File: config.mk
export PLATFORM = sky130hd
export DESIGN_NAME = midpoint_ellipse_rasterizer
export DESIGN_NICKNAME = d
export VERILOG_FILES = /design/src/hdl/mer_pkg.sv /design/src/hdl/mer_ctrl.sv /design/src/hdl/mer_dpath.sv /design/src/hdl/midpoint_ellipse_rasterizer.sv
export SDC_FILE = /design/constraint.sdc
export NUM_CORES = 2
export LEC_CHECK = 0
export BUFFER_PORTS_ARGS = -buffer_cell sky130_fd_sc_hd__clkbuf_2
export CORE_MARGIN = 3
export CORE_UTILIZATION = 68
export DETAILED_ROUTE_END_ITERATION = 12
export GPL_TIMING_DRIVEN = 0
export PLACE_DENSITY = 0.9
export SETUP_SLACK_MARGIN = 0.15
export SKIP_CTS_REPAIR_TIMING = 1
export SLEW_MARGIN = 20
export SYNTH_ARGS = -nofsm -noshare
export SYNTH_HDL_FRONTEND = slang
export SYNTH_SLANG_ARGS = --single-unit
File: constraint.sdc
create_clock -name clk -period 25.7 [get_ports clk]
set_input_delay 5.14 -clock clk [delete_from_list [all_inputs] [get_ports clk]]
set_output_delay 5.14 -clock clk [all_outputs]
set_load 0.02 [all_outputs]
File: src/hdl/mer_pkg.sv
// shared types and constants for the midpoint ellipse rasterizer
package mer_pkg;

	// default coordinate width of the rectangle edges
	localparam int COORD_BITS_DEF = 12;

	// width of one emitted coordinate and number of coordinates per result
	localparam int OUT_BITS   = 14;
	localparam int OUT_FIELDS = 8;
	localparam int OUT_W      = OUT_BITS * OUT_FIELDS;

	// request kinds carried in tuser
	localparam logic KIND_START = 1'b0;
	localparam logic KIND_STEP  = 1'b1;

	// controller states
	typedef enum logic [2:0] {
		ST_IDLE,
		ST_INIT_SQ,
		ST_INIT_PROD,
		ST_WT,
		ST_VEL,
		ST_UPD
	} state_t;

	// datapath operations
	typedef enum logic [2:0] {
		OP_NONE,
		OP_LOAD,
		OP_INIT_SQ,
		OP_INIT_PROD,
		OP_SQ,
		OP_WT,
		OP_VEL,
		OP_UPD
	} dp_op_t;

	// controller to datapath
	typedef struct packed {
		dp_op_t op;
	} dp_cmd_t;

	// datapath to controller
	typedef struct packed {
		logic active;
		logic slot_free;
	} dp_status_t;

endpackage

File: src/hdl/mer_ctrl.sv
// controller state machine sequencing the shared multipliers
module mer_ctrl (
	input  logic                clk,
	input  logic                arst_n,
	input  logic                in_valid,
	input  logic                in_kind,
	output logic                in_ready,
	input  mer_pkg::dp_status_t status,
	output mer_pkg::dp_cmd_t    cmd
);
	import mer_pkg::*;

	state_t state_q;
	state_t state_nxt;
	logic   accept;

	// requests are taken only while idle
	assign accept = in_valid && (state_q == ST_IDLE);

	// state register
	always_ff @(posedge clk or negedge arst_n) begin
		if (!arst_n) begin
			state_q <= ST_IDLE;
		end else begin
			state_q <= state_nxt;
		end
	end

	// next state
	always_comb begin
		state_nxt = state_q;
		case (state_q)
			ST_IDLE: begin
				if (accept && in_kind == KIND_START) begin
					state_nxt = ST_INIT_SQ;
				end else if (accept && in_kind == KIND_STEP && status.active) begin
					state_nxt = ST_WT;
				end
			end
			ST_INIT_SQ:   state_nxt = ST_INIT_PROD;
			ST_INIT_PROD: state_nxt = ST_IDLE;
			ST_WT:        state_nxt = ST_VEL;
			ST_VEL:       state_nxt = ST_UPD;
			ST_UPD: begin
				if (status.slot_free) begin
					state_nxt = ST_IDLE;
				end
			end
			default:      state_nxt = ST_IDLE;
		endcase
	end

	// outputs
	always_comb begin
		in_ready = 1'b0;
		cmd.op   = OP_NONE;
		case (state_q)
			ST_IDLE: begin
				in_ready = 1'b1;
				if (accept && in_kind == KIND_START) begin
					cmd.op = OP_LOAD;
				end else if (accept && in_kind == KIND_STEP && status.active) begin
					cmd.op = OP_SQ;
				end
			end
			ST_INIT_SQ:   cmd.op = OP_INIT_SQ;
			ST_INIT_PROD: cmd.op = OP_INIT_PROD;
			ST_WT:        cmd.op = OP_WT;
			ST_VEL:       cmd.op = OP_VEL;
			ST_UPD: begin
				if (status.slot_free) begin
					cmd.op = OP_UPD;
				end
			end
			default:      cmd.op = OP_NONE;
		endcase
	end

endmodule

File: src/hdl/mer_dpath.sv
// ellipse state, two shared multipliers, decision logic and output register
module mer_dpath #(
	parameter int COORD_BITS = mer_pkg::COORD_BITS_DEF
) (
	input  logic                       clk,
	input  logic                       arst_n,
	input  mer_pkg::dp_cmd_t           cmd,
	output mer_pkg::dp_status_t        status,
	input  logic [COORD_BITS-1:0]      rect_left,
	input  logic [COORD_BITS-1:0]      rect_top,
	input  logic [COORD_BITS-1:0]      rect_right,
	input  logic [COORD_BITS-1:0]      rect_bottom,
	input  logic                       out_ready,
	output logic                       out_valid,
	output logic [mer_pkg::OUT_W-1:0]  out_data,
	output logic                       out_last
);
	import mer_pkg::*;

	localparam int C   = COORD_BITS;
	localparam int CW  = C + 1;          // center and dx
	localparam int YW  = C + 2;          // signed dy
	localparam int MW  = C + 2;          // magnitude of the doubled midpoint terms
	localparam int SQW = 2 * C + 2;      // their squares
	localparam int AW  = 2 * C;          // squared semi-axes
	localparam int PW  = AW + SQW;       // multiplier product
	localparam int DW  = PW + 2;         // signed discriminant
	localparam int EW  = (C + 3 > OUT_BITS) ? C + 3 : OUT_BITS;

	// ellipse state
	logic [CW-1:0]        cx_q, cy_q;
	logic [C-1:0]         a_q, b_q;
	logic [CW-1:0]        dx_q;
	logic signed [YW-1:0] dy_q;
	logic                 r2_q;
	logic                 active_q;

	// intermediate products
	logic [AW-1:0]  a2_q, b2_q;
	logic [PW-1:0]  ab_q;
	logic [SQW-1:0] su_q, sv_q;
	logic [PW-1:0]  pu_q, pv_q;
	logic [PW-1:0]  vx_q, vy_q;
	logic           dneg_q;

	// output register
	logic              out_valid_q;
	logic [OUT_W-1:0]  out_data_q;
	logic              out_last_q;

	// rectangle sorting for a start request
	logic [C-1:0]  lx, hx, ly, hy;
	logic [CW-1:0] ext_x, ext_y, sum_x, sum_y;

	always_comb begin
		lx = (rect_left < rect_right) ? rect_left : rect_right;
		hx = (rect_left < rect_right) ? rect_right : rect_left;
		ly = (rect_top < rect_bottom) ? rect_top : rect_bottom;
		hy = (rect_top < rect_bottom) ? rect_bottom : rect_top;
		sum_x = CW'(lx) + CW'(hx) + CW'(1);
		sum_y = CW'(ly) + CW'(hy) + CW'(1);
		ext_x = CW'(hx) - CW'(lx) + CW'(1);
		ext_y = CW'(hy) - CW'(ly) + CW'(1);
	end

	// doubled midpoint terms u and v for the current region
	logic signed [YW:0] dy_x, v_s, v_abs;
	logic [MW-1:0]      u_mag, v_mag;
	logic               v_neg;
	logic [CW-1:0]      dx_inc;

	always_comb begin
		dx_inc = dx_q + CW'(1);
		dy_x   = {dy_q[YW-1], dy_q};
		if (r2_q) begin
			u_mag = {dx_q, 1'b1};
			v_s   = (dy_x - (YW+1)'(1)) <<< 1;
		end else begin
			u_mag = {dx_inc, 1'b0};
			v_s   = (dy_x <<< 1) - (YW+1)'(1);
		end
		v_neg = v_s[YW];
		v_abs = v_neg ? -v_s : v_s;
		v_mag = v_abs[MW-1:0];
	end

	// operand selection for the two multipliers
	logic [AW-1:0]  m0a, m1a;
	logic [SQW-1:0] m0b, m1b;
	logic [PW-1:0]  prod0, prod1;

	always_comb begin
		m0a = '0;
		m0b = '0;
		m1a = '0;
		m1b = '0;
		case (cmd.op)
			OP_INIT_SQ: begin
				m0a = AW'(a_q);
				m0b = SQW'(a_q);
				m1a = AW'(b_q);
				m1b = SQW'(b_q);
			end
			OP_INIT_PROD: begin
				m0a = a2_q;
				m0b = SQW'(b2_q);
			end
			OP_SQ: begin
				m0a = AW'(u_mag);
				m0b = SQW'(u_mag);
				m1a = AW'(v_mag);
				m1b = SQW'(v_mag);
			end
			OP_WT: begin
				m0a = b2_q;
				m0b = su_q;
				m1a = a2_q;
				m1b = sv_q;
			end
			OP_VEL: begin
				m0a = b2_q;
				m0b = SQW'(u_mag);
				m1a = a2_q;
				m1b = SQW'(v_mag);
			end
			default: begin
				m0a = '0;
				m0b = '0;
			end
		endcase
	end

	assign prod0 = m0a * m0b;
	assign prod1 = m1a * m1b;

	// discriminant sign from the weighted squares
	logic signed [DW-1:0] disc;

	assign disc = $signed(DW'(pu_q)) + $signed(DW'(pv_q)) - $signed(DW'(ab_q) << 2);

	// product registers
	always_ff @(posedge clk) begin
		case (cmd.op)
			OP_INIT_SQ: begin
				a2_q <= prod0[AW-1:0];
				b2_q <= prod1[AW-1:0];
			end
			OP_INIT_PROD: begin
				ab_q <= prod0;
			end
			OP_SQ: begin
				su_q <= prod0[SQW-1:0];
				sv_q <= prod1[SQW-1:0];
			end
			OP_WT: begin
				pu_q <= prod0;
				pv_q <= prod1;
			end
			OP_VEL: begin
				vx_q   <= prod0;
				vy_q   <= prod1;
				dneg_q <= disc[DW-1];
			end
			default: begin
				dneg_q <= dneg_q;
			end
		endcase
	end

	// the four symmetric points of the current offset
	logic signed [EW-1:0] cx_e, cy_e, dx_e, dy_e;
	logic [EW-1:0]        xm, xp, ym, yp;
	logic signed [YW-1:0] dy_dec;

	always_comb begin
		cx_e   = {{(EW-CW){1'b0}}, cx_q};
		cy_e   = {{(EW-CW){1'b0}}, cy_q};
		dx_e   = {{(EW-CW){1'b0}}, dx_q};
		dy_e   = {{(EW-YW){dy_q[YW-1]}}, dy_q};
		xm     = cx_e - dx_e;
		xp     = cx_e + dx_e;
		ym     = cy_e - dy_e;
		yp     = cy_e + dy_e;
		dy_dec = dy_q - YW'(1);
	end

	// ellipse state update
	always_ff @(posedge clk or negedge arst_n) begin
		if (!arst_n) begin
			cx_q     <= '0;
			cy_q     <= '0;
			a_q      <= '0;
			b_q      <= '0;
			dx_q     <= '0;
			dy_q     <= '0;
			r2_q     <= 1'b0;
			active_q <= 1'b0;
		end else begin
			case (cmd.op)
				OP_LOAD: begin
					cx_q     <= sum_x >> 1;
					cy_q     <= sum_y >> 1;
					a_q      <= ext_x[CW-1:1];
					b_q      <= ext_y[CW-1:1];
					dx_q     <= '0;
					dy_q     <= $signed(YW'(ext_y[CW-1:1]));
					r2_q     <= 1'b0;
					active_q <= 1'b1;
				end
				OP_UPD: begin
					if (!r2_q) begin
						dx_q <= dx_inc;
						if (!dneg_q) begin
							dy_q <= dy_dec;
						end
						if (v_neg || vx_q >= vy_q) begin
							r2_q <= 1'b1;
						end
					end else begin
						if (dneg_q) begin
							dx_q <= dx_inc;
						end
						dy_q <= dy_dec;
						if (dy_dec[YW-1]) begin
							active_q <= 1'b0;
						end
					end
				end
				default: begin
					active_q <= active_q;
				end
			endcase
		end
	end

	// output valid flag
	always_ff @(posedge clk or negedge arst_n) begin
		if (!arst_n) begin
			out_valid_q <= 1'b0;
		end else if (cmd.op == OP_UPD) begin
			out_valid_q <= 1'b1;
		end else if (out_ready) begin
			out_valid_q <= 1'b0;
		end
	end

	// output payload
	always_ff @(posedge clk) begin
		if (cmd.op == OP_UPD) begin
			out_data_q <= {yp[OUT_BITS-1:0], xp[OUT_BITS-1:0],
				yp[OUT_BITS-1:0], xm[OUT_BITS-1:0],
				ym[OUT_BITS-1:0], xp[OUT_BITS-1:0],
				ym[OUT_BITS-1:0], xm[OUT_BITS-1:0]};
			out_last_q <= r2_q && dy_dec[YW-1];
		end
	end

	assign out_valid        = out_valid_q;
	assign out_data         = out_data_q;
	assign out_last         = out_last_q;
	assign status.active    = active_q;
	assign status.slot_free = !out_valid_q || out_ready;

endmodule

File: src/hdl/midpoint_ellipse_rasterizer.sv
// top level of the midpoint ellipse rasterizer
//
// channel   dir  tdata                             tuser / tlast
// s_axis    in   rect_left,top,right,bottom        tuser: kind (0 start, 1 step)
// m_axis    out  px0,py0,px1,py1,px2,py2,px3,py3   tlast: last point set
//
// a step request is accepted with the squaring pass, then runs the weight,
// slope and update passes; the multiplying passes share the two multipliers
// a start request loads the rectangle, then forms the squared semi-axes and their product
// reset clears the ellipse state and leaves the block idle
// the update waits while the output register holds an untaken result

module midpoint_ellipse_rasterizer #(
	parameter int COORD_BITS = mer_pkg::COORD_BITS_DEF
) (
	input  logic                                clk,
	input  logic                                arst_n,
	input  logic                                s_axis_tvalid,
	output logic                                s_axis_tready,
	// rect_left, rect_top, rect_right, rect_bottom, zero fill
	input  logic [8*((4*COORD_BITS+7)/8)-1:0]   s_axis_tdata,
	// kind
	input  logic [0:0]                          s_axis_tuser,
	output logic                                m_axis_tvalid,
	input  logic                                m_axis_tready,
	// px0, py0, px1, py1, px2, py2, px3, py3
	output logic [mer_pkg::OUT_W-1:0]           m_axis_tdata,
	output logic                                m_axis_tlast
);
	import mer_pkg::*;

	dp_cmd_t    cmd;
	dp_status_t status;

	// sequencing
	mer_ctrl u_ctrl (
		.clk      (clk),
		.arst_n   (arst_n),
		.in_valid (s_axis_tvalid),
		.in_kind  (s_axis_tuser[0]),
		.in_ready (s_axis_tready),
		.status   (status),
		.cmd      (cmd)
	);

	// arithmetic and state
	mer_dpath #(
		.COORD_BITS (COORD_BITS)
	) u_dpath (
		.clk         (clk),
		.arst_n      (arst_n),
		.cmd         (cmd),
		.status      (status),
		.rect_left   (s_axis_tdata[COORD_BITS-1:0]),
		.rect_top    (s_axis_tdata[2*COORD_BITS-1:COORD_BITS]),
		.rect_right  (s_axis_tdata[3*COORD_BITS-1:2*COORD_BITS]),
		.rect_bottom (s_axis_tdata[4*COORD_BITS-1:3*COORD_BITS]),
		.out_ready   (m_axis_tready),
		.out_valid   (m_axis_tvalid),
		.out_data    (m_axis_tdata),
		.out_last    (m_axis_tlast)
	);

	// an update never overwrites an untaken result
	assert property (@(posedge clk) disable iff (!arst_n)
		cmd.op == OP_UPD |-> status.slot_free)
		else $error("update issued while output slot occupied");

	// after an update the result is shown and tlast matches the end of the ellipse
	assert property (@(posedge clk) disable iff (!arst_n)
		cmd.op == OP_UPD |=> m_axis_tvalid && (m_axis_tlast != status.active))
		else $error("result or last flag out of step with ellipse state");

	// the squaring pass is always followed by the weight pass
	assert property (@(posedge clk) disable iff (!arst_n)
		cmd.op == OP_SQ |=> cmd.op == OP_WT)
		else $error("step sequence broken after squaring pass");

endmodule
; Yosys cells after proc, flatten, opt, wreduce, memory -nomap -nowiden
; Cells that the tools add are included.
[totals]
ff_bits = 545
latchBits = 0
ramBits = 0
romBits = 0
input_bits = 53
out_inout_bits = 115
wordCells = 116
n_memories = 0
[op_classes]
n_addsub = 19
n_mul = 2
div = 0
n_lt_le_gt_ge = 3
eq_ne = 18
n_shift = 0
muxes = 34
bitwise = 1
reduce_logical = 17
[op_table]
columns = cell, count
row1 = 26-bit one-hot mux with 4 select lines, 1
row2 = 24-bit by 26-bit multiplier with 50-bit output, 2
row3 = 24-bit one-hot mux with 4 select lines, 1
row4 = 26-bit one-hot mux with 3 select lines, 1
row5 = 24-bit one-hot mux with 3 select lines, 1
row6 = "13-bit by 1-bit adder with 13-bit output, second input constant", 5
row7 = 14-bit two-way mux, 4
row8 = 52-bit subtractor, 1
row9 = 50-bit by 50-bit adder with 51-bit output, 1
row10 = 50-bit >= comparator, 1
row11 = 12-bit two-way mux, 4
row12 = 14-bit one-hot mux with 2 select lines, 1
row13 = "14-bit by 2-bit subtractor with 14-bit output, second input constant", 2
row14 = 12-bit by 12-bit adder with 13-bit output, 2
row15 = 13-bit two-way mux, 2
row16 = 13-bit one-hot mux with 2 select lines, 1
row17 = 12-bit by 12-bit subtractor with 13-bit output, 2
row18 = 12-bit less-than comparator, 2
row19 = "3-bit == test, second input constant", 6
row20 = 3-bit two-way mux, 6
row21 = 3-bit one-hot mux with 6 select lines, 1
row22 = 15-bit two-way mux, 1
row23 = 3-bit one-hot mux with 5 select lines, 1
row24 = "15-bit by 2-bit subtractor with 15-bit output, second input constant", 1
row25 = 22 further kinds, 44

; Logic depth before layout (Yosys ltp)
[logic_depth]
ltp_word = 11
depth_mapped = 41

; Cells and area by module
; Synthesis repeated with hierarchy kept, for this count alone.
[unflattened]
hier_cells = 7100
hier_area_um2 = 66966.7
[modules_own_cells]
columns = module, n_inst, cells_each, area_per_inst_um2, seq_area_each_um2
row1 = mer_dpath, 1, 7074, 66734.0, 14143.6
row2 = mer_ctrl, 1, 26, 232.7, 75.1

; Worst setup path after synthesis
; Ideal clock, no wire load.
[synth_path]
path_type = in2reg
start = in s_axis_tvalid
end = reg u_dpath.ab_q[48], data pin
setup_ns = 0.273
t_arrival_ns = 14.117
required_time_ns = 25.427
slack_ns = 11.311
cell_stages = 29
n_path_buf = 2
cell_sequence = nand4_1 -> clkinv_1 -> buf_1 -> a221oi_1 -> nor2_1 -> fa_1 -> fa_1 -> fa_1 -> inv_1 -> fa_1 -> inv_1 -> fa_1 -> inv_1 -> fa_1 -> inv_1 -> fa_1 -> ha_1 -> clkbuf_1 -> and4_1 -> and3_1 -> inv_1 -> a211oi_1 -> nor2_1 -> o31ai_1 -> a21o_1 -> o221ai_1 -> o21ba_2 -> o21ai_0 -> xor2_1
[synth_between]
elab_chain_len = 10
elab_cells_between_ends = 17
[synth_lines]
columns = item, line_no
row1 = start: declaration, midpoint_ellipse_rasterizer.sv:18  ; input logic s_axis_tvalid,
row2 = 1-bit logical AND *, mer_ctrl.sv:18  ; assign accept = in_valid && (state_q == ST_IDLE);
row3 = 1-bit logical AND (2 in a row), mer_ctrl.sv:62  ; end else if (accept && in_kind == KIND_STEP && status.active) begin
row4 = 3-bit two-way mux, mer_ctrl.sv:62
row5 = 3-bit two-way mux *, mer_ctrl.sv:60  ; if (accept && in_kind == KIND_START) begin
row6 = 3-bit one-hot mux with 6 select lines *, mer_ctrl.sv:57  ; case (state_q)
row7 = 3-bit == test, mer_dpath.sv:97  ; case (cmd.op)
row8 = 2-bit OR reduction (no line), -
row9 = 24-bit one-hot mux with 4 select lines or 26-bit one-hot mux with 4 select lines (tied branches), mer_dpath.sv:97
row10 = 24-bit by 26-bit multiplier with 50-bit output *, mer_dpath.sv:133  ; assign prod0 = m0a * m0b;
row11 = named net u_dpath.prod0[48], mer_dpath.sv:90  ; logic [PW-1:0] prod0, prod1;
row12 = end signal: assignment, mer_dpath.sv:149  ; ab_q <= prod0;
row13 = end: declaration, mer_dpath.sv:40  ; logic [PW-1:0] ab_q;
; The timed path passes the listed nets; every way through them passes the cells marked *.
; A chain may end at the register's enable or synchronous reset.

; Worst setup path after layout
[layout_path]
start = in s_axis_tvalid
end = reg u_dpath.vx_q[49], data pin
[layout_between]
elab_chain_len = 10
elab_cells_between_ends = 17
[layout_lines]
columns = item, line_no
row1 = 1-bit logical AND *, mer_ctrl.sv:18
row2 = 1-bit logical AND (2 in a row), mer_ctrl.sv:62
row3 = 3-bit two-way mux, mer_ctrl.sv:62
row4 = 3-bit two-way mux *, mer_ctrl.sv:60
row5 = 3-bit one-hot mux with 6 select lines *, mer_ctrl.sv:57
row6 = 3-bit == test, mer_dpath.sv:97
row7 = 2-bit OR reduction (no line), -
row8 = 24-bit one-hot mux with 4 select lines or 26-bit one-hot mux with 4 select lines (tied branches), mer_dpath.sv:97
row9 = 24-bit by 26-bit multiplier with 50-bit output *, mer_dpath.sv:133
row10 = named net u_dpath.prod0[49], mer_dpath.sv:90
row11 = end signal: assignment, mer_dpath.sv:160  ; vx_q <= prod0;
row12 = end: declaration, mer_dpath.sv:43  ; logic [PW-1:0] vx_q, vy_q;
; Marks and branches as above.

==> impl_results.md <==
* HP Start: u_dpath.b_q[5]
* Num Clock Sinks at 487
* Core Area at 0.0974 mm^2
* Slew headroom at 7.09%
* Hold endpoint: u_dpath.b_q[5]
* Row cnt at 114
* Largest net degree at the start of global routing at 82
* Routed Antenna Nets at 0
* Final Slew Violations at 0
* Worst-Margin Slew at 1.39 ns
* Setup violations, final at 0
* Most common cell in the netlist: inv_1
* Worst path most repeated cell: fa_1
* Gr ovfl total at 0
* Dpl ws at 9.44 ns
* Worst r2r dst: u_dpath.vx_q[49]
* Clock Latency Late Sink at 0.64 ns
* Total GRT Usage at 41.3%
* Vias at 54400
* Synth Cell Area at 0.0672 mm^2
* DPL Wire Length at 167000 um
* Critical path's largest stage delay at 1.04 ns
* Synth unique cells at 86
* CP endpoint kind: register
* PwrDens at 122 mW/mm^2
* DR iter-0 viols at 6702
* Final min period at 16.26 ns
* Final setup margin at 9.44 ns
* Die H at 320 um
* IO Count at 168
* Worst-path maximum fanout at 10
* Reg2Reg Launch Point: u_ctrl.state_q[2]
* Status: finished, final reports clean
* Internal reg-to-reg setup slack at 12.62 ns
* Die area at 0.103 mm^2
* Max Cap Viol at 0
* FF+latch count, synth at 487
* Routed WL at 208000 um
* Post-route DRC violation count at 0
* Async SR Flop Fraction at 16.6%
* Crit Path Category: in2reg
* Drt wl/cell at 23.9 um
* Chip width at 320 um
* TritonCTS Buffers at 50
* Worst hold path cell count at 2
* Fraction of the cycle the final worst path needs at 63.3%
* Final Hold Vio Count at 0
* Synth Net Count at 8889
* Max Clock Skew at 0.0520 ns
* Cells after Synth at 7158
* Critical Path AT at 16.63 ns
* PortBufs at 167
* Avg Cell Area, Syn at 9.39 um^2
* Worst Reg-to-Reg Cells at 29
* Unrepaired setup endpoints after global routing: no
* Area share of the largest cell type after synthesis at 31.6%
* Ys flop type: edfxtp_1
* Vias in the first global route at 56800
* YS warnings at 0
* EDFF count, synth at 406
* Setup TNS at 0 ns
* # H-tree levels at 2
* Initial Utilization at 69.0%
* Area leader, netlist: fa_1
* Clk Tree Root Cell: clkbuf_16
* Antenna violations before repair at 12
* Seq/Total Area, Yosys at 21.1%
* Worst EP required at 26.07 ns
* P_leak at 34.5 nW
* TritonCTS clock tree: yes
* Commonest cells post-synth: inv_1 (1462), fa_1 (1060), nand2_1 (1036)
* Nets at 9127
* Fmax at 0.0615 GHz
* Share of cells above drive strength 1 at 6.11%
* First-pass GRT wire length at 321000 um
* VDD IR max at 0.135 mV
* Area delta synth->final at 6.71%
* Hold Path Class: reg2reg
* Vias per cell at 6.24
* Placer Congestion at 1.04
* Synth area leaders: fa_1 (32%), edfxtp_1 (18%), ha_1 (11%)
* CTS clk-pin slew, worst paths at 0.06 ns
* Worst path slowest cell: o41ai_1
* First-pass DRT Iterations at 9
* Worst Setup Start Kind: primary input
* CTS max path bufs at 3
-- flip-flops by register name, indices dropped and copies added, names as in the netlist, 26 cells and up --
register,count
u_dpath.pu_q,50
u_dpath.vy_q,50
u_dpath.vx_q,50
u_dpath.sv_q,26
u_dpath.ab_q,50
u_dpath.su_q,26
u_dpath.pv_q,50
u_dpath.out_data,54
-- cells by family after synthesis --
family          Yosys count  synth area share (%)
simple gates           2048                  13.1
buf+inv                1801                  10.4
fa+ha+maj              1678                  43.1
compound gates          881                  8.69
flops                   487                  21.1
xor+xnor                234                  3.08
mux                      29                 0.471
-- critical path, delay by kind of cell --
kind	cells	cell delay, ns
xor gates and xnor gates	1	0.34
adders and majority gates	8	3.99
AOI/OAI and AO/OA	9	4.32
and+or+nand+nor	4	1.01
buffers and inverters	6	1.81
-- cell usage in the layout, fill, tap and decap left out, types with 39 or more instances in the layout --
master        n
clkbuf_1    245
clkbuf_2    169
a22oi_1      49
nand3_1      57
dfrtp_1      81
inv_1      1462
ha_1        618
clkbuf_16    51
nand2b_1     58
nand2_1    1036
nand4_1      39
xor2_1       82
nor3_1       46
a21oi_1     220
xnor2_1     151
a21o_1      124
nor2_1      538
o21ai_0     183
buf_4        68
fa_1       1060
and2_1      119
edfxtp_1    406
-- per-layer routing --
layer  wire length [um]  GRT usage (%)  vias up  part of all wire, %
met5                277              0        -                 0.13
met4              16000           24.6       16                  7.7
met3              29200           13.1     1079                   14
met2              90800           62.8     4000                   44
met1              71800           52.2    26500                   35
li1                   -              -    22900                    -
-- layout make-up --
type / count / area [um^2]
inverter: 1463 / 5490
multi-input combinational: 4870 / 46100
timing repair buffer: 186 / 1130
fill: 6872 / 25700
clock buffer: 64 / 1350
sequential: 487 / 14200
tap: 1276 / 1600
antenna: 6 / 15.0
clock inverter: 28 / 318
buffer: 338 / 1560
-- how the worst max path moves through the flow --
stage,from,to,slack (ns)
2_1_floorplan,s_axis_tvalid,u_dpath.ab_q[48],11.31
3_3_place_gp,s_axis_tvalid,u_dpath.vx_q[49],7.67
3_5_place_dp,s_axis_tuser,u_dpath.pu_q[49],9.44
4_1_cts,s_axis_tuser,u_dpath.pu_q[49],10.01
5_1_grt,s_axis_tuser,u_dpath.pu_q[49],9.35
6_report,s_axis_tvalid,u_dpath.vx_q[49],9.44
-- through the flow --
stage	power [mW]	hold WS (ns)	util, %	instance area (um^2)	cells
after floorplan	5.35	0.437	-	67200	7158
after global placement	7.39	0.464	71.5	69700	8601
after detailed placement	7.61	0.471	71.9	70100	8619
after CTS	8.44	0.486	73.6	71700	8711
after global routing	9.16	0.510	73.6	71700	8713
final	8.73	0.482	73.7	71800	8718
-- power by group --
| group | internal [mW] | switching (mW) | leakage [nW] |
|---|---|---|---|
| sequential | 1.54 | 0.188 | 4.79 |
| clock | 0.425 | 0.330 | 0.799 |
| combinational | 1.87 | 4.38 | 28.9 |
No activity file was read; power rests on OpenSTA's default activity.
